$ cat src/hw/rtl/motion_vector_outlier_filter_assert.svh
// Assertion macros shared by the motion vector outlier filter RTL.
// Each macro expects signals named clk and rst_n in the scope of use.
`ifndef MOTION_VECTOR_OUTLIER_FILTER_ASSERT_SVH
`define MOTION_VECTOR_OUTLIER_FILTER_ASSERT_SVH

// The consequent must hold in the same cycle as the antecedent.
`define MVOF_ASSERT_SAME(label, ante, cons, msg) \
  label: assert property (@(posedge clk) disable iff (!rst_n) (ante) |-> (cons)) \
    else $error(msg);

// The consequent must hold in the cycle after the antecedent.
`define MVOF_ASSERT_NEXT(label, ante, cons, msg) \
  label: assert property (@(posedge clk) disable iff (!rst_n) (ante) |=> (cons)) \
    else $error(msg);

`endif

$ cat src/hw/rtl/mvof_pkg.sv
// Shared constants, types and helper functions of the motion vector outlier filter.
// No dependencies; every other RTL file but the assertion header imports this package.
`default_nettype none

package mvof_pkg;

  localparam int MAX_POINTS  = 64;
  localparam int COORD_WIDTH = 16;

  localparam int CNT_W  = $clog2(MAX_POINTS + 1);
  localparam int IDX_W  = (MAX_POINTS > 1) ? $clog2(MAX_POINTS) : 1;
  localparam int MAG_W  = COORD_WIDTH;
  localparam int DIFF_W = COORD_WIDTH + 1;
  localparam int SUM_W  = MAG_W + CNT_W;
  localparam int PROD_W = MAG_W + CNT_W;
  localparam int CMP_W  = SUM_W + 3;

  // A point whose y rose by more than three pixels (1/16 pixel units) is dropped.
  localparam int RISE_LIMIT = 48;

  typedef logic signed [COORD_WIDTH-1:0] coord_t;
  typedef logic [1:0] class_t;

  localparam class_t CLASS_BOX   = 2'd1;
  localparam class_t CLASS_TRUCK = 2'd2;

  typedef struct packed {
    coord_t sx;
    coord_t sy;
    coord_t ex;
    coord_t ey;
    class_t cls;
  } point_t;

  typedef enum logic [2:0] {
    ST_LOAD,
    ST_READ,
    ST_MULX,
    ST_MULY,
    ST_TEST,
    ST_FLUSH
  } mvof_state_t;

  // Status from the datapath to the sequencer.
  typedef struct packed {
    logic in_fire;
    logic in_last;
    logic idx_end;
    logic keep;
    logic have_pend;
    logic slot_free;
  } mvof_stat_t;

  // Controls from the sequencer to the datapath.
  typedef struct packed {
    logic in_ready;
    logic rd_en;
    logic mul_en;
    logic mul_sel_y;
    logic latch_x;
    logic advance;
    logic pend_load;
    logic pend_push;
    logic flush;
  } mvof_ctl_t;

  // Magnitude of the difference of two coordinates.
  function automatic logic [MAG_W-1:0] mag_diff(input coord_t a, input coord_t b);
    logic signed [DIFF_W-1:0] d;
    logic signed [DIFF_W-1:0] n;
    begin
      d = DIFF_W'(a) - DIFF_W'(b);
      n = -d;
      mag_diff = d[DIFF_W-1] ? n[MAG_W-1:0] : d[MAG_W-1:0];
    end
  endfunction

endpackage

`default_nettype wire

$ cat src/hw/rtl/mvof_mul.sv
// Shared displacement multiplier: |start - end| of one axis times a class count.
// Depends on mvof_pkg for widths and the magnitude helper.
`default_nettype none

module mvof_mul import mvof_pkg::*; (
  input  logic              clk,
  input  logic              en,
  input  logic              sel_y,
  input  point_t            pt,
  input  logic [CNT_W-1:0]  cnt,
  output logic [PROD_W-1:0] prod_r
);

  coord_t           op_a;
  coord_t           op_b;
  logic [MAG_W-1:0] mag;

  // Pick the axis, then form the displacement magnitude.
  always_comb begin
    op_a = sel_y ? pt.sy : pt.sx;
    op_b = sel_y ? pt.ey : pt.ex;
    mag  = mag_diff(op_a, op_b);
  end

  // One product per enabled cycle.
  always_ff @(posedge clk) begin
    if (en) begin
      prod_r <= PROD_W'(mag) * PROD_W'(cnt);
    end
  end

endmodule

`default_nettype wire

$ cat config.mk
export PLATFORM = sky130hd
export DESIGN_NAME = mvof_mul
export DESIGN_NICKNAME = d
export VERILOG_FILES = /design/src/hw/rtl/motion_vector_outlier_filter_assert.svh /design/src/hw/rtl/mvof_pkg.sv /design/src/hw/rtl/mvof_mul.sv
export SDC_FILE = /design/constraint.sdc
export NUM_CORES = 1
export LEC_CHECK = 0
export ABC_CLOCK_PERIOD_IN_PS = 10900
export BUFFER_PORTS_ARGS = -buffer_cell sky130_fd_sc_hd__buf_2
export CAP_MARGIN = 20
export CORE_ASPECT_RATIO = 1.5
export CORE_UTILIZATION = 40
export DETAILED_ROUTE_END_ITERATION = 7
export GPL_TIMING_DRIVEN = 0
export HOLD_SLACK_MARGIN = 0.06
export PLACE_DENSITY_LB_ADDON = 0.08
export SLEW_MARGIN = 20
export SYNTH_ARGS = -nofsm -noshare
export SYNTH_HDL_FRONTEND = slang
export SYNTH_SLANG_ARGS = --single-unit
$ cat constraint.sdc
create_clock -name clk -period 10.9 [get_ports clk]
set_input_delay 1.09 -clock clk [delete_from_list [all_inputs] [get_ports clk]]
set_output_delay 1.09 -clock clk [all_outputs]
set_load 0.02 [all_outputs]
* After elaboration in Yosys (flattened, before gate mapping)
Cells that the tools add are included.
W data, S select, Z words.
** Word-level totals
- Output and inout bits :: 23
- Flip-flop bits (word level) :: 23
- Input port bits :: 76
- Word-level logic and storage cells :: 7
** Operators by class
- Muxes and demuxes :: 3
- Multipliers :: 1
- Add/sub/neg operators :: 2
** Operator list (number)
- $mux W16 :: 3
- $mul A16 B7 Y23 :: 1
- $sub A16 B16 Y17 :: 1
- $neg A16 Y16 :: 1

* Longest topological paths before layout
- Depth in word-level cells :: 5
- Depth in mapped cells :: 31
- Depth with buffers taken out :: 28

* Worst setup path after synthesis
No wires, ideal clock.
- Path kind :: input port to flip-flop
- From :: input sel_y
- To :: register prod_r[22], data pin
- Data required time :: 10.640 ns
- Stages on the path :: 28
- Data arrival time :: 8.507 ns
- Path buffers :: 2
- Library setup time :: 0.260 ns
- Path slack :: 2.133 ns
- Path through :: clkbuf_1 -> clkbuf_1 -> mux2i_1 -> ha_1 -> inv_1 -> fa_1 -> a21o_1 -> a311o_1 -> a2111oi_2 -> or2_2 -> and4b_1 -> nor3_2 -> mux2i_1 -> a21boi_1 -> fa_1 -> fa_1 -> fa_1 -> inv_1 -> fa_1 -> inv_1 -> ha_1 -> a21o_1 -> a21o_1 -> or3_1 -> a211oi_1 -> o41ai_1 -> a21oi_1 -> xnor2_1
** On the way
- Longest elaborated chain between the ends :: 5
** Ends and longest elaborated chain
- start, declared :: line mvof_mul.sv:8 : input logic sel_y,
- $mux W16 (on tied branches) :: line mvof_mul.sv:20, mvof_mul.sv:21
- $sub A16 B16 Y17 * :: line mvof_pkg.sv:72 : d = DIFF_W'(a) - DIFF_W'(b);
- $neg A16 Y16 :: line mvof_pkg.sv:73 : n = -d;
- $mux W16 * :: line mvof_pkg.sv:74 : mag_diff = d[DIFF_W-1] ? n[MAG_W-1:0] : d[MAG_W-1:0];
- $mul A16 B7 Y23 * :: line mvof_mul.sv:28 : prod_r <= PROD_W'(mag) * PROD_W'(cnt);
- end signal, assigned :: line mvof_mul.sv:28
- end, declared :: line mvof_mul.sv:11 : output logic [PROD_W-1:0] prod_r
Every way passes the cells marked *; elsewhere a longest branch is shown, timed or not.
A chain may end at the register's enable or synchronous reset.

* Worst setup path after layout
Same ends and word-level chain as after synthesis.

==> run_results.csv <==
group,metric,value,unit
status,status,"complete, no violations",
floorplan,die_y,153,microns
sta,min_period_over_period,88.4,%
logic_synthesis,synthMuxAreaShare,7.36,%
floorplan,die_area,15600,sq um
sta,post-route-min-period,9.64,ns
sta,finalHoldViolCount,0,
setup_path,cp_num_buf_inv,5,
routing,wirelength,13.4,mm
cts,clock_sink_count,23,
placement,port_buffers,95,
placement,hpwl,11.7,mm
logic_synthesis,syn_inst,647,
final_layout,fin_cells,942,
setup_path,crit_family,"adder cells",
cts,cts_setup_buffers,0,
global_routing,grt_antenna_before_repair,0,
cts,cts.repair.resized,0,
logic_synthesis,synth_compound_area_share,15.5,%
logic_synthesis,synth-seq-cells,23,
setup_path,critPathSlowestCell,"mux2i_1",
routing,via_per_inst,5.17,
logic_synthesis,synth-xor-area-share,6.08,%
logic_synthesis,yosys.area_share.simple,17.6,%
logic_synthesis,syn_area_per_cell,9.35,sq um
cts,cts_max_path_buffers,2,
logic_synthesis,synth_fa_ha_area_share,35.2,%
sta,slew_violations,0,
cts,ctsHtreeMaxLevel,1,
final_layout,largest_reg_flops,23,
final_layout,final_common_cell,"buf_2",
final_layout,nets,951,
setup_path,required,10.90,ns
sta,setup_tns,0,ns
final_layout,biggestRegsByFlops,"prod_r x23",
global_routing,gr-total-overflow,0,
sta,worst_slew_pin_slew,0.803,ns
global_routing,grt_max_degree,24,
cts,postCtsHoldBufs,0,
routing,ant_nets,0,
floorplan,start_util,41.3,%
routing,drc,0,
routing,via_count,4867,
setup_path,cp-end-kind,"register",
sta,setup_viol,0,
setup_path,crit_type,"input pin to register",
run,drv_cap,0,
global_routing,grt_pass1_vias,5025,
cts,cts.clk_slew.worst_paths,0.06,ns
final_layout,area.growth.synth_to_final,13.3,%
logic_synthesis,synth_fp_nets,851,
routing,drtPass1Iterations,4,
sta,rsz0062_at_grt,"no",
cts,root_buffer,"clkbuf_16",
floorplan,placementRows,54,
setup_path,cp.arrival,9.64,ns
sta,slew_headroom,45.9,%
cts,tritoncts,"yes",
global_routing,grt_pass1_wl,22.9,mm
floorplan,core-area,14700,sq um
logic_synthesis,ys_seq_area_share,11.4,%
placement,routabilityCongestion,0.847,
placement,dp_cells,938,
sta,fmax,104,MHz
setup_path,slowest_delay,0.65,ns
logic_synthesis,async_reset_ff_share,0,%
setup_path,crit_path_start_kind,"input pin",
worst_hold_path,min_path_type,"input pin to register",
final_layout,layout_common_cells,"buf_2 (97), inv_1 (74), fa_1 (70)",
routing,drt_iter0_markers,159,
setup_path,cp_common_cell,"fa_1",
logic_synthesis,syn_area,6050,sq um
final_layout,drive_above_1_share,20.4,%
floorplan,die_w,102,microns
final_layout,n_antenna_cell,0,
cts,cts_made_buffers,3,
logic_synthesis,yosysUniqueCellTypes,71,
setup_path,crit_fanout,10,
logic_synthesis,yosys_warnings,0,
floorplan,ios,99,
logic_synthesis,synth_top_family_by_area,"adder cells",
final_layout,largest_register,"prod_r",
logic_synthesis,ys.flop_type,"edfxtp_1",
global_routing,grt_util_all_layers,18.2,%
routing,wl_per_cell,14.2,microns
logic_synthesis,synth_edf_count,23,
## per-layer routing
metal	vias up	wire [microns]	track usage (%)
li1	2417	-	-
met1	2297	5260	19.9
met2	125	7290	34.7
met3	28	343	0.688
met4	0	513	8.44
met5	-	0	0
## cells by family (layout without fill, tap and decap cells)
logic type | after synthesis | in the layout
DFF | 23 | 23
buffers and inverters | 98 | 197
and+or+nand+nor | 184 | 184
adders and majority gates | 128 | 128
AOI/OAI and AO/OA | 131 | 131
xor gates and xnor gates | 42 | 42
muxes | 41 | 41
## final cells by class
type | count | area (sq um)
plain buffers | 24 | 136
clock buffers | 4 | 78.8
multi-input cells | 526 | 4950
well taps | 196 | 245
flip-flops and latches | 23 | 691
repair buffers | 95 | 475
fillers | 1481 | 7810
inverters | 74 | 278
## final timing paths
| kind | cells after the start | from | end |
|---|---|---|---|
| max | 28 | sel_y | prod_r[22] |
| min | 1 | en | prod_r[20] |
## synthesized netlist by cell type, types with 5 or more instances
cell,instances,area [sq um]
o21ai_0,20,100
a21o_1,13,97.6
nor3_1,6,30.0
nor2_1,18,67.6
xor2_1,10,87.6
nand2_1,25,93.8
o211ai_1,5,37.5
nand3_1,9,45.0
fa_1,70,1400
nand2b_1,16,100
mux2i_1,22,220
and2_1,13,81.3
nor2b_1,63,394
or3_1,7,43.8
or2_2,6,37.5
edfxtp_1,23,691
xnor2_1,32,280
a21boi_1,5,37.5
a21boi_0,11,82.6
mux2_2,16,180
clkbuf_1,13,48.8
a21oi_1,31,155
ha_1,58,726
inv_1,74,278
## metrics by stage
| stage | util (%) | worst slack [ns] | area (sq um) | hold slack (ns) |
|---|---|---|---|---|
| 2_1_floorplan | - | 2.13 | 6050 | 1.20 |
| 3_3_place_gp | 46.2 | 0.867 | 6770 | 1.53 |
| 3_5_place_dp | 46.2 | 0.949 | 6780 | 1.53 |
| 4_1_cts | 46.8 | 1.21 | 6860 | 1.33 |
| 5_1_grt | 46.8 | 0.831 | 6860 | 1.36 |
| 6_report | 46.8 | 1.26 | 6860 | 1.31 |
Power is left out: the tool's default activity adds up to more than one toggle a clock period on the data nets, which glitch-free logic cannot reach.
