File: config.mk
export PLATFORM = sky130hd
export DESIGN_NAME = mvof_store
export DESIGN_NICKNAME = d
export VERILOG_FILES = /design/src/hw/rtl/motion_vector_outlier_filter_assert.svh /design/src/hw/rtl/mvof_pkg.sv /design/src/hw/rtl/mvof_store.sv
export SDC_FILE = /design/constraint.sdc
export NUM_CORES = 2
export LEC_CHECK = 0
export BUFFER_PORTS_ARGS = -buffer_cell sky130_fd_sc_hd__buf_4
export CAP_MARGIN = 5
export CORE_ASPECT_RATIO = 0.5
export CORE_MARGIN = 2
export CORE_UTILIZATION = 30
export CTS_CLUSTER_DIAMETER = 50
export DETAILED_ROUTE_END_ITERATION = 6
export SKIP_LAST_GASP = 1
export SLEW_MARGIN = 20
export SYNTH_ARGS = -nofsm -noshare
export SYNTH_HDL_FRONTEND = slang
export SYNTH_MEMORY_MAX_BITS = 65536
export SYNTH_SLANG_ARGS = --single-unit
File: constraint.sdc
create_clock -name clk -period 7.6 [get_ports clk]
set_input_delay 1.9 -clock clk [delete_from_list [all_inputs] [get_ports clk]]
set_output_delay 1.9 -clock clk [all_outputs]
set_load 0.005 [all_outputs]
File: src/hw/rtl/motion_vector_outlier_filter_assert.svh
// Assertion macros shared by the motion vector outlier filter RTL.
// Each macro expects signals named clk and rst_n in the scope of use.
`ifndef MOTION_VECTOR_OUTLIER_FILTER_ASSERT_SVH
`define MOTION_VECTOR_OUTLIER_FILTER_ASSERT_SVH

// The consequent must hold in the same cycle as the antecedent.
`define MVOF_ASSERT_SAME(label, ante, cons, msg) \
  label: assert property (@(posedge clk) disable iff (!rst_n) (ante) |-> (cons)) \
    else $error(msg);

// The consequent must hold in the cycle after the antecedent.
`define MVOF_ASSERT_NEXT(label, ante, cons, msg) \
  label: assert property (@(posedge clk) disable iff (!rst_n) (ante) |=> (cons)) \
    else $error(msg);

`endif

File: src/hw/rtl/mvof_pkg.sv
// Shared constants, types and helper functions of the motion vector outlier filter.
// No dependencies; every other RTL file but the assertion header imports this package.
`default_nettype none

package mvof_pkg;

  localparam int MAX_POINTS  = 64;
  localparam int COORD_WIDTH = 16;

  localparam int CNT_W  = $clog2(MAX_POINTS + 1);
  localparam int IDX_W  = (MAX_POINTS > 1) ? $clog2(MAX_POINTS) : 1;
  localparam int MAG_W  = COORD_WIDTH;
  localparam int DIFF_W = COORD_WIDTH + 1;
  localparam int SUM_W  = MAG_W + CNT_W;
  localparam int PROD_W = MAG_W + CNT_W;
  localparam int CMP_W  = SUM_W + 3;

  // A point whose y rose by more than three pixels (1/16 pixel units) is dropped.
  localparam int RISE_LIMIT = 48;

  typedef logic signed [COORD_WIDTH-1:0] coord_t;
  typedef logic [1:0] class_t;

  localparam class_t CLASS_BOX   = 2'd1;
  localparam class_t CLASS_TRUCK = 2'd2;

  typedef struct packed {
    coord_t sx;
    coord_t sy;
    coord_t ex;
    coord_t ey;
    class_t cls;
  } point_t;

  typedef enum logic [2:0] {
    ST_LOAD,
    ST_READ,
    ST_MULX,
    ST_MULY,
    ST_TEST,
    ST_FLUSH
  } mvof_state_t;

  // Status from the datapath to the sequencer.
  typedef struct packed {
    logic in_fire;
    logic in_last;
    logic idx_end;
    logic keep;
    logic have_pend;
    logic slot_free;
  } mvof_stat_t;

  // Controls from the sequencer to the datapath.
  typedef struct packed {
    logic in_ready;
    logic rd_en;
    logic mul_en;
    logic mul_sel_y;
    logic latch_x;
    logic advance;
    logic pend_load;
    logic pend_push;
    logic flush;
  } mvof_ctl_t;

  // Magnitude of the difference of two coordinates.
  function automatic logic [MAG_W-1:0] mag_diff(input coord_t a, input coord_t b);
    logic signed [DIFF_W-1:0] d;
    logic signed [DIFF_W-1:0] n;
    begin
      d = DIFF_W'(a) - DIFF_W'(b);
      n = -d;
      mag_diff = d[DIFF_W-1] ? n[MAG_W-1:0] : d[MAG_W-1:0];
    end
  endfunction

endpackage

`default_nettype wire

File: src/hw/rtl/mvof_store.sv
// Point store: one write port and one registered read port.
// Depends on mvof_pkg for the point type and depth.
`default_nettype none

module mvof_store import mvof_pkg::*; (
  input  logic             clk,
  input  logic             wr_en,
  input  logic [IDX_W-1:0] wr_addr,
  input  point_t           wr_data,
  input  logic             rd_en,
  input  logic [IDX_W-1:0] rd_addr,
  output point_t           rd_data_r
);

  point_t mem [MAX_POINTS];

  // Write side.
  always_ff @(posedge clk) begin
    if (wr_en) begin
      mem[wr_addr] <= wr_data;
    end
  end

  // Registered read; the data holds while no read is issued.
  always_ff @(posedge clk) begin
    if (rd_en) begin
      rd_data_r <= mem[rd_addr];
    end
  end

endmodule

`default_nettype wire

; ---- Yosys cells after proc, flatten, opt, wreduce, memory -nomap -nowiden
; Memory sizes are Yosys's and may differ from the RTL's. A register that Yosys moved wholly into a read port is not among the register bits.
; Cells that the tools add are included.
[word_totals]
in_bits = 81
word_cells = 3
regBits = 0
mem_count = 1
mem_bits_rw = 4224
[memory_table]
columns = name, words, word_bits, rd, rd_clocked_by_memory_dff, wr, line
row1 = mem, 64, 66, 1, 1, 1, mvof_store.sv:15  ; point_t mem [MAX_POINTS];
[op_classes]
muxes = 2
[ops]
columns = operator, count
row1 = 1-bit 2-to-1 mux, 2

; ---- Logic depth before layout (Yosys ltp)
[logic_depth]
depth_word = 2
depth_mapped = 10
depth_no_buf = 5

; ---- Worst setup path after synthesis
; No wires, ideal clock.
[synth_timing]
path_kind = input -> register
from = input port wr_addr[3]
to = memory mem[48][0] (netlist name) (enable)
t_arrival_ns = 6.880
setup_ns = 0.571
setup_slack_ns = 0.149
cell_stages = 4
t_required_ns = 7.029
path_cell_list = clkbuf_1 -> nor2b_1 -> nand4b_1 -> nor3_1
[synth_lines]
columns = item, line
row1 = start: declaration, mvof_store.sv:8  ; input logic [IDX_W-1:0] wr_addr,
row2 = end: declaration, mvof_store.sv:15
; Straight into the memory's write port.

==> implementation parameters <==
Parameter                              Value

Status
  Outcome    completed

Timing
  Final Skew    about 0.045 ns
  Fraction of the cycle the final worst path needs    between 60% and 70%
  Fin Hold WS    0.9185 ns
  Tightest slew margin relative to the limit    18.55%
  Post-route minimum period    4.978 ns
  Number of hold-slack violations in the final timing report    0
  Accumulated negative setup slack    0 ns
  Number of max-slew violations in the final report    0
  Slew at the pin closest to its max-slew limit    1.222 ns
  FMAX    0.2009 GHz
  Setup violation total in the final timing report    0
  RSZ-0062 raised after global routing    no

Yosys
  Post-synth cell types    35
  Number of warning messages in the yosys log    0
  Mean post-synth cell area    about 24 um^2
  Cell area after synthesis    0.1612 mm^2
  Post-synthesis instance total    6852
  Register bit count reported by yosys    4290
  Syn Nets    6933
  Seq/Total Area, Yosys    79.94%

Cells and area
  Area grow syn2layout    15.72%
  Post-Layout Cell Count    14850
  Fillers    49010
  Layout cells sized above 1    27.67%
  Count of nets after finishing    7342

Clocking
  Clock Sink Count    4290
  Post-CTS setup-driven buffer insertion count    0
  # resized after CTS    0
  Clock Tree Buf Depth    4
  Clock-pin slew reported for the worst setup and hold paths after clock tree synthesis    0.06 ns
  Number of buffers added to fix hold violations after cts    0
  Inserted Clock Buffers    438
  Total number of H-tree levels    5
  Clock tree from TritonCTS    built
  Later-pin clock latency in the skew report    0.98 ns
  CTS Root Buffer Type    clkbuf_16

Worst setup path
  Critical Setup Path Class    in2reg
  Crit Reg-Reg Startpoint    mem[51][61]
  Worst Path Arrival    about 5.8 ns
  Critical-path top delay cell    nor4_1
  Endpoint of the lowest-slack register-to-register path    rd_data_r[61]
  Worst Setup Start Kind    primary input
  Critical Path Max Stage Delay    0.94 ns
  Sequence of cells on the critical path    buf_4 -> and2_1 -> buf_4 -> nand2_4 -> buf_4 -> o22ai_1 -> nor4_1 -> buf_4 -> o22a_1
  Data required time at the worst endpoint    8.44 ns
  Largest delay contributor family on the critical path    simple AND/OR/NAND/NOR gates
  Most used cell along the critical path    buf_4
  R2R setup slack    between 5 and 6 ns
  Worst-path maximum fanout    34
  Worst path bufs/invs    4
  Worst setup EP type    flip-flop
  R2r worst-path depth    5

Place
  Number of buffer cells added on primary ports    146
  Placed cell count    14020
  Routability congestion estimate    0.7880
  HPWL reported at the end of detailed placement    249.4 mm

Routing
  Number of DRC violations after detailed routing    0
  Routed wl met3    41.15 mm
  Uppermost signal routing layer after detailed routing    met5
  Via/cell ratio    ~5.4
  Number of DRC markers in iteration 0    11230
  M1 WL    186.3 mm
  Total via count in the routed design    79960
  Wire length on met2    220.6 mm
  Drt pass-1 iters    6
  Routed wire per std cell    between 30 and 40 um
  WL final    around 470 mm
  Number of antenna-violating nets in the routed design    0

Die
  Die Height    522.3 um
  Width of the die    ~1.0 mm
  Area inside the core boundary    approximately 0.54 mm^2
  Top-Level Pins    147
  Area of the die    between 0.5 and 0.6 mm^2
  Initial Util    30.10%
  Num rows    190

Global routing
  Combined global-route utilization of all metal layers    roughly 17%
  Global route total overflow    0
  Number of antenna violations at the first check in global routing    40
  Vias in the first global route    between 70000 and 80000
  Pin count of the biggest net entering global routing    113
  Wire length of the first global-routing pass    642.1 mm

Power and ir drop
  Worst supply voltage drop on vdd    0.0001956 V
  Total power per unit cell area    265.1 mW/mm^2
  Leakage power total    0.05633 uW

Hold path
  Depth of the worst hold-timing path    4
  Hold crit path type    reg2reg
  Worst Hold Launch    mem[55][63]
  Worst Hold Endpoint    rd_data_r[63]

Flow run
  Maximum Capacitance Violations    0
worst max-delay path by stage:
| stage | depth (start not counted) | slack (ns) | from | endpoint |
|---|---|---|---|---|
| floorplan | 4 | 0.15 | wr_addr[3] | mem[48][0] |
| global placement | 9 | 1.72 | rd_addr[3] | rd_data_r[0] |
| detailed placement | 9 | 1.70 | rd_addr[3] | rd_data_r[0] |
| CTS | 9 | 2.74 | rd_addr[3] | rd_data_r[0] |
| global route | 9 | 2.78 | rd_addr[3] | rd_data_r[0] |
| finish | 9 | 2.62 | rd_addr[3] | rd_data_r[0] |
layout make-up:
type | count | area, um^2 | share of cell area [%]
antenna | 16 | 40.04 | 0.02147
clock buffer | 521 | 11380 | 6.101
clock inverter | 288 | 2519 | 1.351
multi-input combinational | 2163 | 30980 | 16.61
sequential | 4290 | 128800 | 69.08
tap | 7200 | 9009 | 4.831
timing repair buffer | 368 | 3737 | 2.004
cell usage in the layout (no fill, tap or decap), types with 13 or more instances in the layout:
| cell type | count |
|---|---|
| clkbuf_1 | 78 |
| buf_12 | 70 |
| nor3_1 | 56 |
| nand2_1 | 20 |
| a211oi_1 | 106 |
| clkinv_2 | 94 |
| buf_4 | 291 |
| nor2b_1 | 87 |
| clkinvlp_4 | 24 |
| o22a_1 | 56 |
| diode_2 | 16 |
| bufinv_16 | 31 |
| nor2_4 | 62 |
| clkinv_1 | 96 |
| clkinv_4 | 13 |
| mux2i_1 | 102 |
| mux4_2 | 1009 |
| nor2_1 | 57 |
| nor4_1 | 56 |
| edfxtp_1 | 4290 |
| nand3_1 | 25 |
| o221ai_1 | 66 |
| clkbuf_16 | 443 |
| o22ai_1 | 318 |
| a22oi_1 | 53 |
sequential cells by signal, indices dropped and copies added (netlist names):
name,cells
mem,4224
rd_data_r,66
stage by stage:
step | utilization, % | power (uW) | worst slack (ns) | instance area, um^2
finish | 34.83 | 49430 | 2.622 | 186500
CTS | 34.83 | 49680 | 2.739 | 186500
global route | 34.83 | 50710 | 2.776 | 186500
detailed placement | 32.23 | 29080 | 1.696 | 172600
floorplan | - | 27990 | 0.1495 | 161200
global placement | 32.20 | 29040 | 1.723 | 172400
logic make-up (layout without fill, tap and decap cells):
kind of cell,Yosys count,count (layout),synth area share (%)
flip-flops,4290,4290,79.94
multiplexers,1118,1118,14.78
AO/OA/AOI/OAI,634,634,2.775
AND/OR/NAND/NOR,411,411,1.307
buffers and inverters,399,1177,1.199
other,0,16,0
per-layer routing:
layer / track usage, % / vias to the layer above
li1: - / 30630
met3: 2.827 / 815
met1: 22.86 / 44270
met5: 0 / -
met4: 6.565 / 4
met2: 26.80 / 4239
power by group:
part,total [uW],leakage (uW),internal [uW],switching (uW)
logic,2210,0.0109,802,1410
registers,26400,0.0386,26200,115
clock network,20900,0.00677,11800,9090
Yosys cell counts (all sizes together):
cell type | instances | area share (%)
nand2b | 11 | 0.043
a21oi | 12 | 0.037
mux2i | 102 | 0.63
o22a | 56 | 0.30
nor2 | 121 | 0.28
nor2b | 89 | 0.35
mux4 | 1009 | 14
nor4 | 56 | 0.22
o211a | 3 | 0.019
a31oi | 10 | 0.039
a22oi | 53 | 0.25
mux2 | 7 | 0.049
o21ai | 3 | 0.0093
nor3 | 58 | 0.18
nand3 | 26 | 0.081
o211ai | 7 | 0.033
o22ai | 318 | 1.2
or3b | 1 | 0.0054
and3 | 7 | 0.027
o221ai | 66 | 0.36
or3 | 2 | 0.0078
nand4 | 2 | 0.0078
and2 | 3 | 0.012
buf | 205 | 0.75
edfxtp | 4290 | 80
or2 | 5 | 0.019
nand2 | 27 | 0.063
nand3b | 2 | 0.0093
clkbuf | 194 | 0.45
a211oi | 106 | 0.49
nand4b | 1 | 0.0054
worst min-delay path: stages, from the launching register on:
cell and delay [ns]:
edfxtp_1 0.32, mux4_2 0.22, a211oi_1 0.06, nor2_1 0.10
o22a_1 0.12
(Power assumes the default switching activity.)
