==> config.mk <==
export PLATFORM = sky130hd
export DESIGN_NAME = mvof_ctrl
export DESIGN_NICKNAME = d
export VERILOG_FILES = /design/src/hw/rtl/motion_vector_outlier_filter_assert.svh /design/src/hw/rtl/mvof_pkg.sv /design/src/hw/rtl/mvof_ctrl.sv
export SDC_FILE = /design/constraint.sdc
export NUM_CORES = 1
export LEC_CHECK = 0
export ABC_AREA = 1
export BUFFER_PORTS_ARGS = -buffer_cell sky130_fd_sc_hd__buf_2
export CORE_AREA = 2 2 39 41
export CTS_CLUSTER_DIAMETER = 50
export CTS_CLUSTER_SIZE = 14
export DETAILED_ROUTE_END_ITERATION = 12
export DIE_AREA = 0 0 41 43
export HOLD_SLACK_MARGIN = 0.08
export PLACE_DENSITY = 0.54
export SKIP_LAST_GASP = 1
export SYNTH_ARGS = -nofsm -noshare
export SYNTH_HDL_FRONTEND = slang
export SYNTH_SLANG_ARGS = --single-unit
==> constraint.sdc <==
create_clock -name clk -period 1.53 [get_ports clk]
set_input_delay 0.0765 -clock clk [delete_from_list [all_inputs] [get_ports clk]]
set_output_delay 0.0765 -clock clk [all_outputs]
set_load 0.02 [all_outputs]
==> src/hw/rtl/motion_vector_outlier_filter_assert.svh <==
// Assertion macros shared by the motion vector outlier filter RTL.
// Each macro expects signals named clk and rst_n in the scope of use.
`ifndef MOTION_VECTOR_OUTLIER_FILTER_ASSERT_SVH
`define MOTION_VECTOR_OUTLIER_FILTER_ASSERT_SVH

// The consequent must hold in the same cycle as the antecedent.
`define MVOF_ASSERT_SAME(label, ante, cons, msg) \
  label: assert property (@(posedge clk) disable iff (!rst_n) (ante) |-> (cons)) \
    else $error(msg);

// The consequent must hold in the cycle after the antecedent.
`define MVOF_ASSERT_NEXT(label, ante, cons, msg) \
  label: assert property (@(posedge clk) disable iff (!rst_n) (ante) |=> (cons)) \
    else $error(msg);

`endif

==> src/hw/rtl/mvof_pkg.sv <==
// Shared constants, types and helper functions of the motion vector outlier filter.
// No dependencies; every other RTL file but the assertion header imports this package.
`default_nettype none

package mvof_pkg;

  localparam int MAX_POINTS  = 64;
  localparam int COORD_WIDTH = 16;

  localparam int CNT_W  = $clog2(MAX_POINTS + 1);
  localparam int IDX_W  = (MAX_POINTS > 1) ? $clog2(MAX_POINTS) : 1;
  localparam int MAG_W  = COORD_WIDTH;
  localparam int DIFF_W = COORD_WIDTH + 1;
  localparam int SUM_W  = MAG_W + CNT_W;
  localparam int PROD_W = MAG_W + CNT_W;
  localparam int CMP_W  = SUM_W + 3;

  // A point whose y rose by more than three pixels (1/16 pixel units) is dropped.
  localparam int RISE_LIMIT = 48;

  typedef logic signed [COORD_WIDTH-1:0] coord_t;
  typedef logic [1:0] class_t;

  localparam class_t CLASS_BOX   = 2'd1;
  localparam class_t CLASS_TRUCK = 2'd2;

  typedef struct packed {
    coord_t sx;
    coord_t sy;
    coord_t ex;
    coord_t ey;
    class_t cls;
  } point_t;

  typedef enum logic [2:0] {
    ST_LOAD,
    ST_READ,
    ST_MULX,
    ST_MULY,
    ST_TEST,
    ST_FLUSH
  } mvof_state_t;

  // Status from the datapath to the sequencer.
  typedef struct packed {
    logic in_fire;
    logic in_last;
    logic idx_end;
    logic keep;
    logic have_pend;
    logic slot_free;
  } mvof_stat_t;

  // Controls from the sequencer to the datapath.
  typedef struct packed {
    logic in_ready;
    logic rd_en;
    logic mul_en;
    logic mul_sel_y;
    logic latch_x;
    logic advance;
    logic pend_load;
    logic pend_push;
    logic flush;
  } mvof_ctl_t;

  // Magnitude of the difference of two coordinates.
  function automatic logic [MAG_W-1:0] mag_diff(input coord_t a, input coord_t b);
    logic signed [DIFF_W-1:0] d;
    logic signed [DIFF_W-1:0] n;
    begin
      d = DIFF_W'(a) - DIFF_W'(b);
      n = -d;
      mag_diff = d[DIFF_W-1] ? n[MAG_W-1:0] : d[MAG_W-1:0];
    end
  endfunction

endpackage

`default_nettype wire

==> src/hw/rtl/mvof_ctrl.sv <==
// Sequencer of the filter: loading, then a per-point read, multiply and test pass, then a flush.
// Depends on mvof_pkg for the state, status and control types.
`default_nettype none

module mvof_ctrl import mvof_pkg::*; (
  input  logic       clk,
  input  logic       rst_n,
  input  mvof_stat_t stat,
  output mvof_ctl_t  ctl
);

  mvof_state_t state_r;
  mvof_state_t state_nxt;
  logic        test_stall;

  // A kept point waits while the pending one cannot move to the output register.
  assign test_stall = stat.keep && stat.have_pend && !stat.slot_free;

  // State register.
  always_ff @(posedge clk) begin
    if (!rst_n) begin
      state_r <= ST_LOAD;
    end else begin
      state_r <= state_nxt;
    end
  end

  // Next state.
  always_comb begin
    state_nxt = state_r;
    case (state_r)
      ST_LOAD: begin
        if (stat.in_fire && stat.in_last) state_nxt = ST_READ;
      end
      ST_READ: begin
        state_nxt = stat.idx_end ? ST_FLUSH : ST_MULX;
      end
      ST_MULX: state_nxt = ST_MULY;
      ST_MULY: state_nxt = ST_TEST;
      ST_TEST: begin
        if (!test_stall) state_nxt = ST_READ;
      end
      ST_FLUSH: begin
        if (stat.slot_free) state_nxt = ST_LOAD;
      end
      default: state_nxt = ST_LOAD;
    endcase
  end

  // Outputs.
  always_comb begin
    ctl = '0;
    case (state_r)
      ST_LOAD: ctl.in_ready = 1'b1;
      ST_READ: ctl.rd_en = !stat.idx_end;
      ST_MULX: begin
        ctl.mul_en    = 1'b1;
        ctl.mul_sel_y = 1'b0;
      end
      ST_MULY: begin
        ctl.mul_en    = 1'b1;
        ctl.mul_sel_y = 1'b1;
        ctl.latch_x   = 1'b1;
      end
      ST_TEST: begin
        if (!test_stall) begin
          ctl.advance   = 1'b1;
          ctl.pend_load = stat.keep;
          ctl.pend_push = stat.keep && stat.have_pend;
        end
      end
      ST_FLUSH: ctl.flush = stat.slot_free;
      default: ctl = '0;
    endcase
  end

endmodule

`default_nettype wire

-- After elaboration in Yosys (flattened, before gate mapping)
Index checks and enable logic that the tools add are counted.
- input bits: 8
- bits in latches: 0
- word-level logic and storage cells: 28
- memories: 0
- register bits after elaboration: 3
- memory bits (read-only): 0
- memory bits (writable): 0
- output and inout port bits: 9
- $add $sub $neg: 0
- eq/ne operators: 8
- reductions and logical operators: 7
- order comparisons: 0
- bitwise logic cells: 0
- multiply operators: 0
- mux-type cells: 12
- div/mod/pow operators: 0
- shift-type cells: 0
- operator list (operator ; number):
    $mux 3 ; 6
    $pmux 3 s6 ; 1
    $eq 3x2->1 const B ; 2
    $eq 3x3->1 const B ; 2
    $ne 2x2->1 const B ; 3
    $mux 1 ; 4
    $pmux 2 s2 ; 1
    $eq 3x1->1 const B ; 1
    $logic_and 1x1->1 ; 3
    $logic_not 3->1 ; 1
    $reduce_and 3->1 ; 1
    $logic_not 1->1 ; 2

-- Longest topological paths before layout
- word-level depth: 4
- depth in mapped cells: 8
- depth with buffers taken out: 7

-- Worst setup path after synthesis
No wires, ideal clock.
- path kind: flip-flop to output port
- start: reg state_r[1]
- end: out ctl[5] (netlist bit)
- slack: 133 ps
- arrival: 1321 ps
- path buffers: 1
- data required time: 1453 ps
- stages on the path, launching flop included: 4
- cell sequence: dfxtp_1 > inv_1 > nor3_1 > buf_4
- RTL lines (element ; RTL line ; text):
    start: declaration ; mvof_ctrl.sv:12 ; mvof_state_t state_r;
    start signal: assignment ; mvof_ctrl.sv:24 ; state_r <= state_nxt;
    end: declaration ; mvof_ctrl.sv:9 ; output mvof_ctl_t ctl

==> flow_summary.html <==
<table>
<tr><th>Metric</th><th>Value</th></tr>
<tr><th colspan="2">Outcome</th></tr>
<tr><td>Result of the run</td><td>finished, final reports clean</td></tr>
<tr><th colspan="2">CTS</th></tr>
<tr><td>Root Buffer</td><td>clkbuf_4</td></tr>
<tr><td>Post-CTS Setup Repair Bufs</td><td>0</td></tr>
<tr><td>Clock latency at the later pin of the worst-skew pair</td><td>0.23 ns</td></tr>
<tr><td>Clock tree from TritonCTS</td><td>built</td></tr>
<tr><td>Clk slew on worst S/H paths</td><td>0.04 ns</td></tr>
<tr><td>Clock tree buffer depth</td><td>2</td></tr>
<tr><td>Count of hold-fix buffers inserted at cts</td><td>0</td></tr>
<tr><td># clock sinks</td><td>3</td></tr>
<tr><td>Maximum level of the CTS H-tree</td><td>1</td></tr>
<tr><td>Number of cells upsized or downsized after cts</td><td>0</td></tr>
<tr><td>TritonCTS buffer count</td><td>3</td></tr>
<tr><th colspan="2">Global routing</th></tr>
<tr><td>GR Util All Layers</td><td>0.0923</td></tr>
<tr><td>Initial antenna violation count</td><td>0</td></tr>
<tr><td>Pin count of the biggest net entering global routing</td><td>9</td></tr>
<tr><td>Number of global-route vias before repair</td><td>283</td></tr>
<tr><td>Residual overflow from global routing</td><td>0</td></tr>
<tr><td>Wire length of the first global-routing pass</td><td>1060 um</td></tr>
<tr><th colspan="2">Worst hold path</th></tr>
<tr><td>Hold Crit Class</td><td>in -&gt; reg</td></tr>
<tr><th colspan="2">STA</th></tr>
<tr><td>Headroom to the max-slew limit</td><td>0.806</td></tr>
<tr><td>Achievable clock frequency</td><td>0.681 GHz</td></tr>
<tr><td>Number of failing setup endpoints in the final timing report</td><td>0</td></tr>
<tr><td>Max-slew violation count</td><td>0</td></tr>
<tr><td>Final WS setup</td><td>0.0617 ns</td></tr>
<tr><td>Worst-Margin Slew</td><td>0.289 ns</td></tr>
<tr><td>Share of the clock period used by the worst path after layout</td><td>0.960</td></tr>
<tr><td>Worst slack on hold paths</td><td>0.0957 ns</td></tr>
<tr><td>Crit path time final</td><td>1.47 ns</td></tr>
<tr><td>Unrepaired setup endpoints after global routing</td><td>false</td></tr>
<tr><td>Final-report hold violation count</td><td>0</td></tr>
<tr><td>Setup tns final</td><td>0 ns</td></tr>
<tr><td>Clock Skews</td><td>0.00279 ns</td></tr>
<tr><th colspan="2">Floorplanning</th></tr>
<tr><td>I/O pin count</td><td>17</td></tr>
<tr><td>Initial core utilization</td><td>0.189</td></tr>
<tr><td>Number of cell rows</td><td>14</td></tr>
<tr><td>Overall die area</td><td>1760 sq um</td></tr>
<tr><td>Die X</td><td>41 um</td></tr>
<tr><td>Core Region</td><td>1380 sq um</td></tr>
<tr><td>Die Height</td><td>43 um</td></tr>
<tr><th colspan="2">Logic synthesis</th></tr>
<tr><td>Cells after Synth</td><td>46</td></tr>
<tr><td>Post-Syn Area</td><td>262 sq um</td></tr>
<tr><td>Distinct cell type count after synthesis</td><td>14</td></tr>
<tr><td>Area contributors post-synth</td><td>dfxtp_1 (23%), nand2_1 (14%), nor2_1 (14%)</td></tr>
<tr><td>Share of synthesized area occupied by flip-flops and latches</td><td>0.230</td></tr>
<tr><td>Avg Cell Area, Syn</td><td>5.68 sq um</td></tr>
<tr><td>Flip-flop and latch count after synthesis</td><td>3</td></tr>
<tr><td>Post-Syn Nets</td><td>54</td></tr>
<tr><td>Fraction of post-synthesis cell area in the top cell type by area</td><td>0.230</td></tr>
<tr><td>Synth warn</td><td>0</td></tr>
<tr><td>Dominant cell type by area after synthesis</td><td>dfxtp_1</td></tr>
<tr><th colspan="2">Placed design</th></tr>
<tr><td>Setup Slack @ Placement</td><td>0.312 ns</td></tr>
<tr><td>Buffers added on ports</td><td>16</td></tr>
<tr><td>Final weighted congestion in routability-driven placement</td><td>0.689</td></tr>
<tr><td>Cell Count Post-Placement</td><td>76</td></tr>
<tr><td>Hpwl dp</td><td>564 um</td></tr>
<tr><th colspan="2">Finish</th></tr>
<tr><td>Final net count</td><td>73</td></tr>
<tr><td>Area growth from synthesis to layout</td><td>42.6%</td></tr>
<tr><td>Ant. Diodes</td><td>0</td></tr>
<tr><td>Register bank with the most flops</td><td>state_r</td></tr>
<tr><td>Proportion of layout cells with a drive suffix above 1</td><td>0.344</td></tr>
<tr><td>Number of cells in the finished layout apart from fillers</td><td>80</td></tr>
<tr><td>Max FFs per register</td><td>3</td></tr>
<tr><td>Largest registers</td><td>state_r x3</td></tr>
<tr><th colspan="2">Power</th></tr>
<tr><td>Worst vdd rail ir drop</td><td>0.407 mV</td></tr>
<tr><td>Power density normalized to cell area</td><td>1810 nW/um^2</td></tr>
<tr><td>Design Power</td><td>0.675 mW</td></tr>
<tr><td>Leak</td><td>0.219 nW</td></tr>
<tr><th colspan="2">Detailed routing</th></tr>
<tr><td>Average wire per standard cell</td><td>8.60 um</td></tr>
<tr><td>Antenna-violating nets left</td><td>0</td></tr>
<tr><td>Detailed Route Iter0 Violations</td><td>6</td></tr>
<tr><td>DRC violation count after routing</td><td>0</td></tr>
<tr><td>Average via count per standard cell</td><td>4.14</td></tr>
<tr><td>Final Routed Wirelength</td><td>688 um</td></tr>
<tr><td>First-pass DRT Iterations</td><td>4</td></tr>
<tr><td>Number of vias in the routed layout</td><td>331</td></tr>
<tr><th colspan="2">Worst setup path</th></tr>
<tr><td>Crit path arrival time</td><td>1.39 ns</td></tr>
<tr><td>Required time of the worst setup path</td><td>1.45 ns</td></tr>
<tr><td>Setup crit start kind</td><td>flop</td></tr>
<tr><td>Maximum net fanout on the critical path</td><td>6</td></tr>
<tr><td>Type of the worst setup path</td><td>reg -&gt; out</td></tr>
<tr><td>Setup crit end kind</td><td>primary output</td></tr>
<tr><th colspan="2">Job</th></tr>
<tr><td>Count of max-cap constraint violations</td><td>0</td></tr>
</table>
[through the flow]
stage / cell area [sq um] / util
after floorplan: 262 / -
after global placement: 347 / 0.250
after detailed placement: 347 / 0.250
after CTS: 373 / 0.269
after global routing: 373 / 0.269
final: 373 / 0.269
[worst max-delay path: stages (launching register included)]
cell,delay [ns]
dfxtp_1,0.43
inv_2,0.09
nor3_2,0.14
inv_1,0.05
or2_1,0.23
inv_1,0.06
buf_2,0.15
[report_power, final]
group | switching, mW | total, mW | internal [mW] | leakage, nW
clock | 0.0410 | 0.139 | 0.0977 | 0.0150
combinational | 0.243 | 0.371 | 0.128 | 0.179
sequential | 0.0552 | 0.165 | 0.110 | 0.0248
total | 0.339 | 0.675 | 0.335 | 0.219
[synth_stat cells]
cell type / count
a21boi_2: 1
dfxtp_1: 3
inv_2: 1
nor2_1: 10
nand2_1: 10
nand3_1: 4
inv_1: 7
buf_4: 2
a21oi_1: 2
nand4_1: 2
nor4_1: 1
nor3_1: 1
nor3_2: 1
or2_1: 1
[layout by cell type, fill, tap and decap left out]
cell type	synthesis	final
nand3_1	4	4
nor3_2	1	1
a21boi_2	1	1
nand4_1	2	2
nand2_1	10	10
or2_1	1	1
inv_1	7	7
nor2_1	10	10
dfxtp_1	3	3
buf_2	0	16
a21oi_1	2	2
clkbuf_1	0	1
clkbuf_4	0	3
nor4_1	1	1
inv_2	1	1
nor3_1	1	1
[kinds of logic after synthesis]
| logic type | synth area share |
|---|---|
| compound gates | 0.0813 |
| simple gates | 0.517 |
| flops | 0.230 |
| buf+inv | 0.172 |
[layer usage]
layer	vias to the layer above	track usage	routed length, um
li1	179	-	-
met3	0	0.0314	47
met4	0	0.0800	0
met2	7	0.134	357
met1	145	0.0994	282
met5	-	0	0
[final timing paths]
check | to | slack [ns] | cells past startpoint | startpoint
min | state_r[0] | 0.1 | 3 | rst_n
min reg2reg | state_r[1] | 0.58 | 2 | state_r[1]
max reg2reg | state_r[0] | 0.34 | 7 | state_r[2]
max | ctl[7] | 0.06 | 6 | state_r[0]
[final cells by class]
class                   count  area (sq um)
fillers                   162          1010
multi-input cells          33           156
repair buffers             16          80.1
flip-flops and latches      3          60.1
inverters                   8          30.0
clock buffers               4          26.3
well taps                  16          20.0
Note: power is estimated with default switching activity, not from simulation.
